File: src/sv/assert_macros.svh
// Assertion helpers shared by the RTL; every use is clocked by clk and
// held off while rst is high.
`ifndef ASSERT_MACROS_SVH
`define ASSERT_MACROS_SVH

// Property that must hold at every edge.
`define ASSERT_CLK(lbl, prop, msg) \
  lbl: assert property (@(posedge clk) disable iff (rst) (prop)) else $error(msg);

// If pre holds at an edge, post holds at the next edge.
`define ASSERT_NEXT(lbl, pre, post, msg) \
  lbl: assert property (@(posedge clk) disable iff (rst) (pre) |=> (post)) else $error(msg);

`endif

File: src/sv/cdc_pkg.sv
`timescale 1ns / 1ps

package cdc_pkg;

  // structure sizes
  localparam int WINDOW_DEPTH    = 64;
  localparam int MAX_BLOCK_BYTES = 65536;

  // fixed field widths
  localparam int BYTE_W     = 8;
  localparam int HASH_W     = 64;
  localparam int PRIME_W    = 32;
  localparam int WL_W       = 7;
  localparam int BLK_W      = 17;
  localparam int MUL_W      = 32;
  localparam int CFG_IDX_W  = 3;
  localparam int CFG_DATA_W = 64;

  // derived widths
  localparam int POS_W     = $clog2(WINDOW_DEPTH);
  localparam int WIN_CNT_W = $clog2(WINDOW_DEPTH + 1);
  localparam int WEXT_W    = (WL_W > WIN_CNT_W) ? WL_W : WIN_CNT_W;
  localparam int LEN_W     = $clog2(MAX_BLOCK_BYTES + 1);
  localparam int LEN_EXT_W = (LEN_W > BLK_W) ? LEN_W : BLK_W;

  // multiply sequencer: six partial products plus one drain step
  localparam int MUL_STEPS = 7;
  localparam int MSTEP_W   = $clog2(MUL_STEPS);

  // bit-serial remainder
  localparam int DIV_STEPS = HASH_W;
  localparam int DCNT_W    = $clog2(DIV_STEPS);

  // configuration register indexes
  localparam logic [CFG_IDX_W-1:0] REG_HASH_PRIME   = 3'd0;
  localparam logic [CFG_IDX_W-1:0] REG_OUT_MULT     = 3'd1;
  localparam logic [CFG_IDX_W-1:0] REG_WINDOW_LEN   = 3'd2;
  localparam logic [CFG_IDX_W-1:0] REG_MIN_BLOCK    = 3'd3;
  localparam logic [CFG_IDX_W-1:0] REG_AVG_BLOCK    = 3'd4;
  localparam logic [CFG_IDX_W-1:0] REG_MAX_BLOCK    = 3'd5;

  // register reset values
  localparam logic [PRIME_W-1:0] RST_HASH_PRIME = 32'd3;
  localparam logic [HASH_W-1:0]  RST_OUT_MULT   = 64'd617673396283947;
  localparam logic [WL_W-1:0]    RST_WINDOW_LEN = 7'd31;
  localparam logic [BLK_W-1:0]   RST_MIN_BLOCK  = 17'd4096;
  localparam logic [BLK_W-1:0]   RST_AVG_BLOCK  = 17'd8192;
  localparam logic [BLK_W-1:0]   RST_MAX_BLOCK  = 17'd16384;

  typedef enum logic [2:0] {
    ST_IDLE,
    ST_MUL,
    ST_DECIDE,
    ST_DIV,
    ST_OUT
  } cdc_state_t;

  typedef struct packed {
    logic busy;
    logic done;
  } mod_stat_t;

endpackage

File: src/sv/cdc_if.sv
`timescale 1ns / 1ps

// input transaction: data byte or end of file
interface cdc_in_if;
  logic                        valid;
  logic                        ready;
  logic                        kind;
  logic [cdc_pkg::BYTE_W-1:0]  data_byte;

  modport source (output valid, output kind, output data_byte, input ready);
  modport sink   (input valid, input kind, input data_byte, output ready);
endinterface

// result transaction: one per input transaction
interface cdc_out_if;
  logic                        valid;
  logic                        ready;
  logic                        block_done;
  logic [cdc_pkg::BLK_W-1:0]   block_length;
  logic [cdc_pkg::HASH_W-1:0]  block_fingerprint;
  logic                        first_of_file;
  logic                        empty_file;

  modport source (output valid, output block_done, output block_length,
                  output block_fingerprint, output first_of_file,
                  output empty_file, input ready);
  modport sink   (input valid, input block_done, input block_length,
                  input block_fingerprint, input first_of_file,
                  input empty_file, output ready);
endinterface

File: src/sv/cdc_mul.sv
`timescale 1ns / 1ps

// 32x32 unsigned multiplier, product registered
module cdc_mul (
  input  logic                            clk,
  input  logic [cdc_pkg::MUL_W-1:0]       a,
  input  logic [cdc_pkg::MUL_W-1:0]       b,
  output logic [2*cdc_pkg::MUL_W-1:0]     prod
);

  always_ff @(posedge clk) begin
    prod <= {{cdc_pkg::MUL_W{1'b0}}, a} * {{cdc_pkg::MUL_W{1'b0}}, b};
  end

endmodule

File: src/sv/cdc_mod_unit.sv
`timescale 1ns / 1ps

// restoring remainder, one dividend bit per cycle
module cdc_mod_unit (
  input  logic                           clk,
  input  logic                           rst,
  input  logic                           start,
  input  logic [cdc_pkg::HASH_W-1:0]     dividend,
  input  logic [cdc_pkg::BLK_W-1:0]      divisor,
  output logic [cdc_pkg::BLK_W-1:0]      rem,
  output cdc_pkg::mod_stat_t             stat
);

  logic                          busy;
  logic                          done;
  logic [cdc_pkg::DCNT_W-1:0]    cnt;
  logic [cdc_pkg::HASH_W-1:0]    dvd;
  logic [cdc_pkg::BLK_W:0]       r2;
  logic [cdc_pkg::BLK_W:0]       diff;
  logic                          ge;

  assign r2   = {rem, dvd[cdc_pkg::HASH_W-1]};
  assign diff = r2 - {1'b0, divisor};
  assign ge   = (r2 >= {1'b0, divisor});

  always_ff @(posedge clk) begin
    if (rst) begin
      busy <= 1'b0;
      done <= 1'b0;
      cnt  <= '0;
    end else begin
      done <= 1'b0;
      if (start) begin
        busy <= 1'b1;
        cnt  <= '0;
      end else if (busy) begin
        cnt <= cnt + 1'b1;
        if (cnt == cdc_pkg::DCNT_W'(cdc_pkg::DIV_STEPS - 1)) begin
          busy <= 1'b0;
          done <= 1'b1;
        end
      end
    end
  end

  always_ff @(posedge clk) begin
    if (start) begin
      dvd <= dividend;
      rem <= '0;
    end else if (busy) begin
      dvd <= {dvd[cdc_pkg::HASH_W-2:0], 1'b0};
      rem <= ge ? diff[cdc_pkg::BLK_W-1:0] : r2[cdc_pkg::BLK_W-1:0];
    end
  end

  assign stat.busy = busy;
  assign stat.done = done;

endmodule

File: src/sv/content_defined_chunker_unit.sv
`timescale 1ns / 1ps
// Content-defined chunker. Each transaction on items is a data byte
// (kind 0) or an end-of-file mark (kind 1); each yields exactly one
// transaction on results, which flags a finished block with its length,
// 64-bit fingerprint, first-of-file and empty-file marks.
// Configuration: cfg_we/cfg_index/cfg_data write one register per edge;
// the user must write only while the block is idle, which the block
// itself does not enforce. Timing: one transaction at a time,
// items.ready is high only in idle. A data byte runs the seven multiply
// steps (six products through the shared 32x32 multiplier), a decide
// step, the bit-serial remainder unit only when the checksum remainder
// test runs, then the output step; an end-of-file mark goes straight to it.
// Results sit in an output register; items.ready rises again as soon as
// the result is loaded, so the next byte is worked on while the receiver
// stalls. A finished result waits in the last step until the register
// frees up.
// Reset (rst, synchronous) restores the register defaults, clears the
// rolling window (per-entry valid bits), both hashes and the length.
`include "assert_macros.svh"

module content_defined_chunker_unit (
  input  logic                               clk,
  input  logic                               rst,
  input  logic                               cfg_we,
  input  logic [cdc_pkg::CFG_IDX_W-1:0]      cfg_index,
  input  logic [cdc_pkg::CFG_DATA_W-1:0]     cfg_data,
  cdc_in_if.sink                             items,
  cdc_out_if.source                          results
);

  localparam int HW  = cdc_pkg::HASH_W;
  localparam int MW  = cdc_pkg::MUL_W;
  localparam int BW  = cdc_pkg::BYTE_W;
  localparam int LEW = cdc_pkg::LEN_EXT_W;
  localparam int WEW = cdc_pkg::WEXT_W;

  // configuration registers
  logic [cdc_pkg::PRIME_W-1:0] hash_prime;
  logic [HW-1:0]               outgoing_multiplier;
  logic [cdc_pkg::WL_W-1:0]    window_length;
  logic [cdc_pkg::BLK_W-1:0]   min_block;
  logic [cdc_pkg::BLK_W-1:0]   avg_block;
  logic [cdc_pkg::BLK_W-1:0]   max_block;

  // block state
  cdc_pkg::cdc_state_t           state, state_next;
  logic [cdc_pkg::MSTEP_W-1:0]   mstep;
  logic [cdc_pkg::POS_W-1:0]     pos;
  logic [cdc_pkg::POS_W-1:0]     pos_next;
  logic [HW-1:0]                 ck;
  logic [HW-1:0]                 fp;
  logic [cdc_pkg::LEN_W-1:0]     cur_len;
  logic                          awaiting;
  logic                          seen;
  logic                          cut;
  logic                          is_eof;
  logic [BW-1:0]                 b_reg;

  // rolling window memory
  logic [BW-1:0]                      win [cdc_pkg::WINDOW_DEPTH];
  logic [cdc_pkg::WINDOW_DEPTH-1:0]   win_valid;
  logic [BW-1:0]                      old_raw;
  logic                               old_vld;
  logic [BW-1:0]                      old_byte;

  // shared units
  logic [MW-1:0]                 mul_a, mul_b;
  logic [2*MW-1:0]               prod;
  logic                          mod_start;
  logic [cdc_pkg::BLK_W-1:0]     mod_rem;
  cdc_pkg::mod_stat_t            mod_stat;

  // control strobes
  logic accept, out_free, out_load, win_write;

  // output register
  logic                          out_valid;
  logic                          o_done, o_first, o_empty;
  logic [cdc_pkg::BLK_W-1:0]     o_len;
  logic [HW-1:0]                 o_fp;
  logic                          res_done, res_first, res_empty;
  logic [cdc_pkg::BLK_W-1:0]     res_len;
  logic [HW-1:0]                 res_fp;

  // datapath helpers
  logic [HW-1:0]   b_sext;
  logic [HW-1:0]   corr;
  logic [LEW-1:0]  len_ext;
  logic            len_ge_min, len_eq_max, len_full, force_cut, need_div;
  logic [WEW-1:0]  wl_ext, eff_win, pos_inc;

  assign accept    = items.valid && items.ready;
  assign out_free  = !out_valid || results.ready;
  assign win_write = (state == cdc_pkg::ST_MUL) && (mstep == '0);

  assign b_sext   = {{(HW-BW){b_reg[BW-1]}}, b_reg};
  assign old_byte = old_vld ? old_raw : '0;
  // sign of the leaving byte: old*M = old_u*M - 256*M when negative
  assign corr     = old_byte[BW-1] ? {outgoing_multiplier[HW-BW-1:0], {BW{1'b0}}} : '0;

  assign len_ext    = LEW'(cur_len);
  assign len_ge_min = len_ext >= LEW'(min_block);
  assign len_eq_max = len_ext == LEW'(max_block);
  assign len_full   = len_ext >= LEW'(cdc_pkg::MAX_BLOCK_BYTES);
  assign force_cut  = len_full || (len_ge_min && len_eq_max);
  assign need_div   = !force_cut && len_ge_min && (avg_block != '0);

  // window position advance; bad window lengths fall back to full depth
  assign wl_ext  = WEW'(window_length);
  assign eff_win = ((wl_ext == '0) || (wl_ext > WEW'(cdc_pkg::WINDOW_DEPTH)))
                   ? WEW'(cdc_pkg::WINDOW_DEPTH) : wl_ext;
  assign pos_inc = WEW'(pos) + 1'b1;
  assign pos_next = (pos_inc >= eff_win) ? '0 : cdc_pkg::POS_W'(pos_inc);

  // configuration writes
  always_ff @(posedge clk) begin
    if (rst) begin
      hash_prime          <= cdc_pkg::RST_HASH_PRIME;
      outgoing_multiplier <= cdc_pkg::RST_OUT_MULT;
      window_length       <= cdc_pkg::RST_WINDOW_LEN;
      min_block           <= cdc_pkg::RST_MIN_BLOCK;
      avg_block           <= cdc_pkg::RST_AVG_BLOCK;
      max_block           <= cdc_pkg::RST_MAX_BLOCK;
    end else if (cfg_we) begin
      case (cfg_index)
        cdc_pkg::REG_HASH_PRIME: hash_prime          <= cfg_data[cdc_pkg::PRIME_W-1:0];
        cdc_pkg::REG_OUT_MULT:   outgoing_multiplier <= cfg_data[HW-1:0];
        cdc_pkg::REG_WINDOW_LEN: window_length       <= cfg_data[cdc_pkg::WL_W-1:0];
        cdc_pkg::REG_MIN_BLOCK:  min_block           <= cfg_data[cdc_pkg::BLK_W-1:0];
        cdc_pkg::REG_AVG_BLOCK:  avg_block           <= cfg_data[cdc_pkg::BLK_W-1:0];
        cdc_pkg::REG_MAX_BLOCK:  max_block           <= cfg_data[cdc_pkg::BLK_W-1:0];
        default: ;
      endcase
    end
  end

  // window memory: read the leaving byte and capture the new one on
  // accept, overwrite the window entry in the first multiply step
  always_ff @(posedge clk) begin
    if (accept) begin
      old_raw <= win[pos];
      b_reg   <= items.data_byte;
    end
    if (win_write) begin
      win[pos] <= b_reg;
    end
  end

  always_ff @(posedge clk) begin
    if (rst) begin
      win_valid <= '0;
      old_vld   <= 1'b0;
    end else begin
      if (accept) begin
        old_vld <= win_valid[pos];
      end
      if (win_write) begin
        win_valid[pos] <= 1'b1;
      end
    end
  end

  // shared multiplier operand select
  always_comb begin
    case (mstep)
      3'd0:    begin mul_a = fp[MW-1:0];      mul_b = hash_prime; end
      3'd1:    begin mul_a = fp[HW-1:MW];     mul_b = hash_prime; end
      3'd2:    begin mul_a = ck[MW-1:0];      mul_b = hash_prime; end
      3'd3:    begin mul_a = ck[HW-1:MW];     mul_b = hash_prime; end
      3'd4:    begin mul_a = MW'(old_byte);   mul_b = outgoing_multiplier[MW-1:0]; end
      3'd5:    begin mul_a = MW'(old_byte);   mul_b = outgoing_multiplier[HW-1:MW]; end
      default: begin mul_a = '0;              mul_b = '0; end
    endcase
  end

  cdc_mul u_mul (
    .clk  (clk),
    .a    (mul_a),
    .b    (mul_b),
    .prod (prod)
  );

  cdc_mod_unit u_mod (
    .clk      (clk),
    .rst      (rst),
    .start    (mod_start),
    .dividend (ck),
    .divisor  (avg_block),
    .rem      (mod_rem),
    .stat     (mod_stat)
  );

  // sequencer
  always_ff @(posedge clk) begin
    if (rst) begin
      state <= cdc_pkg::ST_IDLE;
    end else begin
      state <= state_next;
    end
  end

  always_comb begin
    state_next  = state;
    items.ready = 1'b0;
    mod_start   = 1'b0;
    out_load    = 1'b0;
    case (state)
      cdc_pkg::ST_IDLE: begin
        items.ready = 1'b1;
        if (items.valid) begin
          state_next = items.kind ? cdc_pkg::ST_OUT : cdc_pkg::ST_MUL;
        end
      end
      cdc_pkg::ST_MUL: begin
        if (mstep == cdc_pkg::MSTEP_W'(cdc_pkg::MUL_STEPS - 1)) begin
          state_next = cdc_pkg::ST_DECIDE;
        end
      end
      cdc_pkg::ST_DECIDE: begin
        mod_start  = need_div;
        state_next = need_div ? cdc_pkg::ST_DIV : cdc_pkg::ST_OUT;
      end
      cdc_pkg::ST_DIV: begin
        if (mod_stat.done) begin
          state_next = cdc_pkg::ST_OUT;
        end
      end
      cdc_pkg::ST_OUT: begin
        out_load = out_free;
        if (out_free) begin
          state_next = cdc_pkg::ST_IDLE;
        end
      end
      default: state_next = cdc_pkg::ST_IDLE;
    endcase
  end

  // hash accumulation and block bookkeeping; product k lands at step k+1
  always_ff @(posedge clk) begin
    if (rst) begin
      mstep    <= '0;
      pos      <= '0;
      ck       <= '0;
      fp       <= '0;
      cur_len  <= '0;
      awaiting <= 1'b1;
      seen     <= 1'b0;
      cut      <= 1'b0;
      is_eof   <= 1'b0;
    end else begin
      if (accept) begin
        mstep  <= '0;
        is_eof <= items.kind;
        cut    <= 1'b0;
      end
      if (state == cdc_pkg::ST_MUL) begin
        mstep <= mstep + 1'b1;
        case (mstep)
          3'd0: begin
            pos     <= pos_next;
            cur_len <= cur_len + 1'b1;
            seen    <= 1'b1;
          end
          3'd1: fp <= prod + b_sext;
          3'd2: fp <= fp + {prod[MW-1:0], {MW{1'b0}}};
          3'd3: ck <= prod + b_sext + corr;
          3'd4: ck <= ck + {prod[MW-1:0], {MW{1'b0}}};
          3'd5: ck <= ck - prod;
          3'd6: ck <= ck - {prod[MW-1:0], {MW{1'b0}}};
          default: ;
        endcase
      end
      if (state == cdc_pkg::ST_DECIDE) begin
        cut <= force_cut;
      end
      if ((state == cdc_pkg::ST_DIV) && mod_stat.done) begin
        cut <= ({{(cdc_pkg::PRIME_W-cdc_pkg::BLK_W){1'b0}}, mod_rem} == hash_prime);
      end
      if (out_load) begin
        if (is_eof) begin
          fp       <= '0;
          cur_len  <= '0;
          awaiting <= 1'b1;
          seen     <= 1'b0;
        end else if (cut) begin
          fp       <= '0;
          cur_len  <= '0;
          awaiting <= 1'b0;
        end
      end
    end
  end

  // result for the transaction in flight
  always_comb begin
    res_done  = 1'b0;
    res_len   = '0;
    res_fp    = '0;
    res_first = 1'b0;
    res_empty = 1'b0;
    if (is_eof) begin
      if (cur_len != '0) begin
        res_done  = 1'b1;
        res_len   = cdc_pkg::BLK_W'(len_ext);
        res_fp    = fp;
        res_first = awaiting;
      end else if (!seen) begin
        res_done  = 1'b1;
        res_first = 1'b1;
        res_empty = 1'b1;
      end
    end else if (cut) begin
      res_done  = 1'b1;
      res_len   = cdc_pkg::BLK_W'(len_ext);
      res_fp    = fp;
      res_first = awaiting;
    end
  end

  // output register
  always_ff @(posedge clk) begin
    if (rst) begin
      out_valid <= 1'b0;
    end else if (out_load) begin
      out_valid <= 1'b1;
    end else if (results.ready) begin
      out_valid <= 1'b0;
    end
  end

  always_ff @(posedge clk) begin
    if (out_load) begin
      o_done  <= res_done;
      o_len   <= res_len;
      o_fp    <= res_fp;
      o_first <= res_first;
      o_empty <= res_empty;
    end
  end

  assign results.valid             = out_valid;
  assign results.block_done        = o_done;
  assign results.block_length      = o_len;
  assign results.block_fingerprint = o_fp;
  assign results.first_of_file     = o_first;
  assign results.empty_file        = o_empty;

  // checks
  `ASSERT_CLK(a_ready_div_idle, (!items.ready || !mod_stat.busy), "ready while remainder busy")
  `ASSERT_CLK(a_done_in_div, (!mod_stat.done || (state == cdc_pkg::ST_DIV)), "stray remainder done")
  `ASSERT_NEXT(a_block_cleared, (out_load && (is_eof || cut)), (cur_len == '0), "block not cleared after close")
  `ASSERT_CLK(a_len_bound, (len_ext <= LEW'(cdc_pkg::MAX_BLOCK_BYTES)), "block length past buffer size")
  `ASSERT_CLK(a_pos_bound, (32'(pos) < cdc_pkg::WINDOW_DEPTH), "window position out of range")

endmodule

File: src/flat_wrapper.sv
// flat-port wrapper written by rule: the top's interface ports become plain ports
module content_defined_chunker_unit_flat 
  (clk, rst, cfg_we, cfg_index, cfg_data, items_valid, items_kind, items_data_byte, items_ready, results_valid, results_block_done, results_block_length, results_block_fingerprint, results_first_of_file, results_empty_file, results_ready);
  cdc_in_if items_i ();
  cdc_out_if results_i ();
  input  logic clk;
  input  logic rst;
  input  logic cfg_we;
  input  logic [cdc_pkg::CFG_IDX_W-1:0] cfg_index;
  input  logic [cdc_pkg::CFG_DATA_W-1:0] cfg_data;
  input wire logic [$bits(items_i.valid)-1:0] items_valid;
  input wire logic [$bits(items_i.kind)-1:0] items_kind;
  input wire logic [$bits(items_i.data_byte)-1:0] items_data_byte;
  output wire logic [$bits(items_i.ready)-1:0] items_ready;
  output wire logic [$bits(results_i.valid)-1:0] results_valid;
  output wire logic [$bits(results_i.block_done)-1:0] results_block_done;
  output wire logic [$bits(results_i.block_length)-1:0] results_block_length;
  output wire logic [$bits(results_i.block_fingerprint)-1:0] results_block_fingerprint;
  output wire logic [$bits(results_i.first_of_file)-1:0] results_first_of_file;
  output wire logic [$bits(results_i.empty_file)-1:0] results_empty_file;
  input wire logic [$bits(results_i.ready)-1:0] results_ready;
  assign items_i.valid = items_valid;
  assign items_i.kind = items_kind;
  assign items_i.data_byte = items_data_byte;
  assign items_ready = items_i.ready;
  assign results_valid = results_i.valid;
  assign results_block_done = results_i.block_done;
  assign results_block_length = results_i.block_length;
  assign results_block_fingerprint = results_i.block_fingerprint;
  assign results_first_of_file = results_i.first_of_file;
  assign results_empty_file = results_i.empty_file;
  assign results_i.ready = results_ready;
  content_defined_chunker_unit u_core (.clk(clk), .rst(rst), .cfg_we(cfg_we), .cfg_index(cfg_index), .cfg_data(cfg_data), .items(items_i), .results(results_i));
endmodule
File: config.mk
export PLATFORM = sky130hd
export DESIGN_NAME = content_defined_chunker_unit_flat
export DESIGN_NICKNAME = d
export VERILOG_FILES = /design/src/sv/cdc_pkg.sv /design/src/sv/cdc_if.sv /design/src/sv/cdc_mul.sv /design/src/sv/cdc_mod_unit.sv /design/src/sv/content_defined_chunker_unit.sv /design/src/flat_wrapper.sv
export VERILOG_INCLUDE_DIRS = /design/src /design/src/sv
export SDC_FILE = /design/constraint.sdc
export NUM_CORES = 2
export LEC_CHECK = 0
export BUFFER_PORTS_ARGS = -buffer_cell sky130_fd_sc_hd__buf_2
export CAP_MARGIN = 40
export CORE_UTILIZATION = 50
export CTS_BUF_LIST = sky130_fd_sc_hd__clkbuf_8
export CTS_CLUSTER_DIAMETER = 50
export DETAILED_ROUTE_END_ITERATION = 10
export GPL_TIMING_DRIVEN = 0
export PLACE_DENSITY = 0.74
export SLEW_MARGIN = 25
export SYNTH_ARGS = -nofsm -noshare
export SYNTH_HDL_FRONTEND = slang
export SYNTH_SLANG_ARGS = --single-unit
File: constraint.sdc
create_clock -name clk -period 13.2 [get_ports clk]
set_clock_uncertainty 0.1 [all_clocks]
set_input_delay 1.32 -clock clk [delete_from_list [all_inputs] [get_ports clk]]
set_output_delay 1.32 -clock clk [all_outputs]
set_load 0.01 [all_outputs]
After elaboration in Yosys (flattened, before gate mapping). Memories as Yosys holds them, arrays and structs flattened. A register that Yosys moved wholly into a read port is not among the register bits. Cells that the tools add are included.

Flip-flop bits (word level): 626. RAM bits: 512. Bits of input ports: 81. Logic and storage cells: 181. Memories: 1.

Memory list: u_core.win (depth 64, width 8, rd ports 1, clocked after Yosys merged registers in 1, write ports 1, RTL line content_defined_chunker_unit.sv:60) `logic [BW-1:0] win [cdc_pkg::WINDOW_DEPTH];`.

Add/subtract/negate cells: 11. $mul: 1. $lt $le $gt $ge: 7. Equality and inequality tests: 22. Multiplexer cells: 66. Bitwise operators: 3. Reduce and logical (&&, ||, !) cells: 39.

Operators with widths (number): 2-to-1 mux 64 bit (10); adder 64 bit (4); one-hot mux 64 bit (4 select lines) (1); one-hot mux 32 bit (5 select lines) (1); 2-to-1 mux 17 bit (9); one-hot mux 64 bit (2 select lines) (1); subtractor 64 bit (2); one-hot mux 32 bit (3 select lines) (1); multiplier 32 x 32 -> 64 bit (1); OR 64 bit (1); nonzero test 17 bit (2); == test 17 x 32 -> 1 bit (1); 2-to-1 mux 1 bit (29); 2-to-1 mux 3 bit (8); == test 3 x 2 -> 1 bit (second input constant) (6); == test 3 bit (second input constant) (6); greater-or-equal comparator 18 x 17 -> 1 bit (1); AND reduction 2 bit (9); adder 17 x 1 -> 17 bit (second input constant) (1); == test 17 bit (1); greater-or-equal comparator 17 bit (1); greater-or-equal comparator 17 bit (second input constant) (1); subtractor 17 bit (1); one-hot mux 3 bit (5 select lines) (1); 29 further kinds (50).

Depth between registers and ports, before layout.
Depth in word-level cells: 8. Gate-level depth with buffers: 39.

Modules after synthesis. Synthesis repeated with hierarchy kept, for this count alone.

Cell total of the unflattened synthesis: 9742. Area total of the unflattened synthesis: 93114.3 µm².

By module, submodules not included: content_defined_chunker_unit (instances 1, cells an instance 5539, area each 53686.5 µm²); cdc_mul (instances 1, cells an instance 3809, area each 34707.0 µm²); cdc_mod_unit (instances 1, cells an instance 394, area each 4720.8 µm²).

Worst setup path before layout. Ideal clock, no wire load.

Path type: flip-flop to flip-flop. Start: reg u_core.mstep[1] in the netlist's numbering. End: reg u_core.u_mul.prod[61] in the netlist's numbering. Setup time: 0.091 ns. Arrival: 9.347 ns. Required time: 13.009 ns. Slack: 3.662 ns. Cell stages (with the launch flop): 36. Buffers on the path: 4. Clock period less this slack: 9.538 ns. Path through: dfxtp_1 > inv_1 > ha_1 > clkbuf_1 > nor2b_1 > clkbuf_1 > a22o_1 > a221oi_1 > or2_2 > clkbuf_1 > clkbuf_1 > nor2_1 > fa_1 > fa_1 > fa_1 > inv_1 > fa_1 > inv_1 > fa_1 > inv_1 > fa_1 > inv_1 > fa_1 > fa_1 > ha_1 > a211oi_1 > o211ai_1 > a311o_1 > a21o_1 > o211ai_2 > nand2_1 > a211o_1 > a41o_1 > a41oi_2 > nor2b_1 > a311oi_1.

Cells in the longest elaborated chain, start to end: 4. Elaborated cells on any way between the ends: 11. Those cells by class: mul: 1; eq/ne: 5; mux: 2; reduce/logical: 3.

Ends and longest elaborated chain: from (decl) (RTL line content_defined_chunker_unit.sv:47) `logic [cdc_pkg::MSTEP_W-1:0] mstep;`; from (signal assigned) (RTL line content_defined_chunker_unit.sv:257) `mstep <= mstep + 1'b1;`; == test 3 x 2 -> 1 bit, or another cell as far along (RTL line content_defined_chunker_unit.sv:165) `case (mstep)`; OR reduction 4 bit (no line) / OR reduction 2 bit (equally long branches); one-hot mux 32 bit (3 select lines) / one-hot mux 32 bit (5 select lines) (equally long branches) (RTL line content_defined_chunker_unit.sv:165); multiplier 32 x 32 -> 64 bit * (RTL line cdc_mul.sv:12) `prod <= {{cdc_pkg::MUL_W{1'b0}}, a} * {{cdc_pkg::MUL_W{1'b0}}, b};`; to (signal assigned) (RTL line cdc_mul.sv:12); to (decl) (RTL line cdc_mul.sv:8) `output logic [2*cdc_pkg::MUL_W-1:0] prod`.

Every way passes the cells marked *; elsewhere a longest branch is shown, timed or not. A chain may end at the register's enable or synchronous reset.

Worst setup path in the final report.
Start: reg u_core.mstep[1] in the netlist's numbering. End: reg u_core.u_mul.prod[63] in the netlist's numbering.

Same word-level chain as after synthesis.

==> results_dict.tcl <==
set metrics [dict create \
    numCtsBuffers 181 \
    clkSlewWorstSetupHoldPaths_ps 70 \
    synth_top_area_cell "edfxtp_1" \
    whs_ps 354 \
    vias_per_cell 6.40 \
    period_share_pct 100 \
    ant_nets 0 \
    drc 0 \
    p_int_mw 6.33 \
    antenna_found_initial 23 \
    postLayoutCellArea_mm2 0.104 \
    critical_path.top_delay_family "adder cells" \
    htreeDepth 4 \
    rows 157 \
    largest_register_ffs 512 \
    status "complete, but fails checks" \
    regArea_mm2 0.0297 \
    ys_seq_elements 1146 \
    layout_commonest_cell "nor2_1" \
    sequentialPowerShare_pct 40.4 \
    post_drt_wl_per_cell_um 32.0 \
    p_switching_mw 3.53 \
    grt_remaining_overflow 0 \
    syn_nets 11309 \
    p_sw_share_pct 35.8 \
    powerDensity_mw_per_mm2 95.2 \
    critPathKind "register to register" \
    ys_seq_area_share_pct 32.2 \
    cp-end-kind "register" \
    finalWeightedCongestion 1.17 \
    vdd_drop_max_mv 0.150 \
    p_leak_nw 44.2 \
    crit_buf_inv 11 \
    dr.pass1.iters 9 \
    cts-root-buf "clkbuf_8" \
    final_cell_mix "1197 x nor2_1, 1092 x inv_1, 1033 x nand2_1, 902 x fa_1, 676 x edfxtp_1" \
    worst_slew_pin_slew_ps 1130 \
    vias 83466 \
    synth_xor_area_share_pct 3.44 \
    synthArstFlopShare_pct 0 \
    synth-adder-area-share_pct 27.1 \
    arrival_ps 13940 \
    cp_common_cell "fa_1" \
    finalWorstSetupSlack_ps -39.2 \
    max-slew-margin-rel_pct 24.5 \
    pwr-share-clk_pct 32.0 \
    synth_mux_area_share_pct 1.00 \
    initial_core_util_pct 50.4 \
    postLayoutCoreUtil_pct 56.6 \
    avgSynthCellArea_um2 9.44 \
    dieWidth_um 431 \
    cts_buffer_depth 3 \
    die_y_um 431 \
    slowest_delay_ps 880 \
    io_buffers 165 \
    ys_types 101 \
    cp_data_required_time_ps 13900 \
    tns_ps -39.2 \
    hold_class "register to register" \
    die_area_mm2 0.186 \
    path_max_fanout 10 \
    fillers 16178 \
    synthCells 9769 \
    pwr-share-comb_pct 27.7 \
    yosys.area.top_type_share_pct 22.0 \
    yosys.area_share.simple_pct 14.8 \
    grt_pass1_wl_mm 581 \
    grt_pass1_vias 79730 \
    maxCapViolations 0 \
    area_growth_pct 12.4 \
    grt_usage_pct 44.2 \
    rsz0062_at_grt "no" \
    dpl_cell_area_mm2 0.0994 \
    nets 11937 \
    period_needed_ps 13240 \
    finalWirelength_mm 417 \
    fin_cells 13032 \
    synth_ff_type "edfxtp_1" \
    drtIter0Drc 12528 \
    synth-edff-count 676 \
    finalHoldViolCount 0 \
    slowest_stage "a311oi_1" \
    largest-register "u_core.win" \
    synth_top_family_by_area "adder cells" \
    fp.coreArea_mm2 0.183 \
    grt_max_degree 61 \
    cts.sinks 1146 \
    ios 167 \
    multi_input_area_mm2 0.0571 \
    dpl.hpwl_mm 338 \
    syn_area_mm2 0.0922 \
    report.final.slew_viol_count 0 \
    dp_cells 12643 \
    ys_warn_count 0 \
    worstSetupStartpointType "register" \
    synthTopCellsByArea "edfxtp_1 22%, fa_1 20%, dfxtp_1 10%" \
    final-setup-viol-count 1 \
    violations "negative setup slack" \
    fmax_ghz 0.0755 \
    clock_latency_ps 1030 \
    synth_compound_area_share_pct 15.0 \
    final_layout_size_suffix_gt1_share_pct 9.07 \
    cts_tree "yes" \
]
[power by group through the flow]
stage	logic, mW	registers, mW	clock network, mW
floorplan	1.60	4.02	0
global placement	2.42	4.11	0
detailed placement	2.58	4.05	0
CTS	2.60	3.98	3.15
global route	2.85	3.98	3.31
finish	2.73	3.98	3.15
[per-layer routing]
| metal | GRT usage (%) | vias to the layer above | wire (um) |
|---|---|---|---|
| met5 | 0 | - | 145 |
| met4 | 33.3 | 12 | 39700 |
| met3 | 15.4 | 1625 | 57800 |
| met2 | 63.0 | 6492 | 170000 |
| met1 | 55.1 | 40652 | 150000 |
| li1 | - | 34685 | - |
[final timing paths]
kind	slack [ps]	from	cells past startpoint	endpoint
min	350	u_core.min_block[13]	2	u_core.min_block[13]
max reg2reg	-40	u_core.mstep[1]	36	u_core.u_mul.prod[63]
min reg2reg	350	u_core.min_block[13]	2	u_core.min_block[13]
max	-40	u_core.mstep[1]	36	u_core.u_mul.prod[63]
[area by class of cell]
cell class	instances	share of cell area, %
Sequential cell	1146	28.7
Tap cell	2464	2.98
Timing Repair Buffer	446	3.85
Multi-Input combinational cell	7061	55.1
Buffer	521	1.96
Antenna cell	23	0.0555
Inverter	1040	3.77
Clock buffer	201	2.67
Clock inverter	130	0.956
[logic make-up (layout without fill, tap and decap cells)]
group / count (synthesis) / after routing
simple gates: 3090 / 3090
fa+ha+maj: 1459 / 1459
flops: 1146 / 1146
other cells: 0 / 23
xor+xnor: 361 / 361
buf+inv: 1562 / 2338
mux: 84 / 84
compound gates: 2067 / 2067
[stage by stage]
| step | total power, mW | setup WS [ps] |
|---|---|---|
| floorplan | 5.62 | 3660 |
| global placement | 6.53 | -2240 |
| detailed placement | 6.63 | -741 |
| CTS | 9.72 | 12.9 |
| global route | 10.1 | 8.54 |
| finish | 9.86 | -39.2 |
[worst min-delay path, cell delays in order, from the launching register on]
cell and delay, ps:
dfxtp_1 310, nand2_1 50, a21oi_1 50
[repair_timing]
item | in CTS | in global routing
pin swaps | 0 | 1
resized for setup | 4 | 14
hold buffers | 0 | 0
buffers inserted | 0 | 1
endpoints found under the setup margin | 14 | 16
[synthesized netlist by cell type, drive strengths merged, types with 40 or more instances]
cell	n
nand3b	43
a22oi	308
edfxtp	676
and2	110
o21bai	59
fa	902
inv	1039
o21ai	309
and3	96
o21a	45
xor2	151
a22o	70
dfxtp	470
nand2	1039
nor3	94
nand4	123
a221oi	117
nor2	1210
a21oi	584
nand2b	65
buf	61
xnor2	209
mux2	65
nand3	107
a21o	210
ha	557
a31oi	59
nor4	40
nor2b	52
a211oi	51
clkbuf	461
Power figures use the tool's default switching activity.
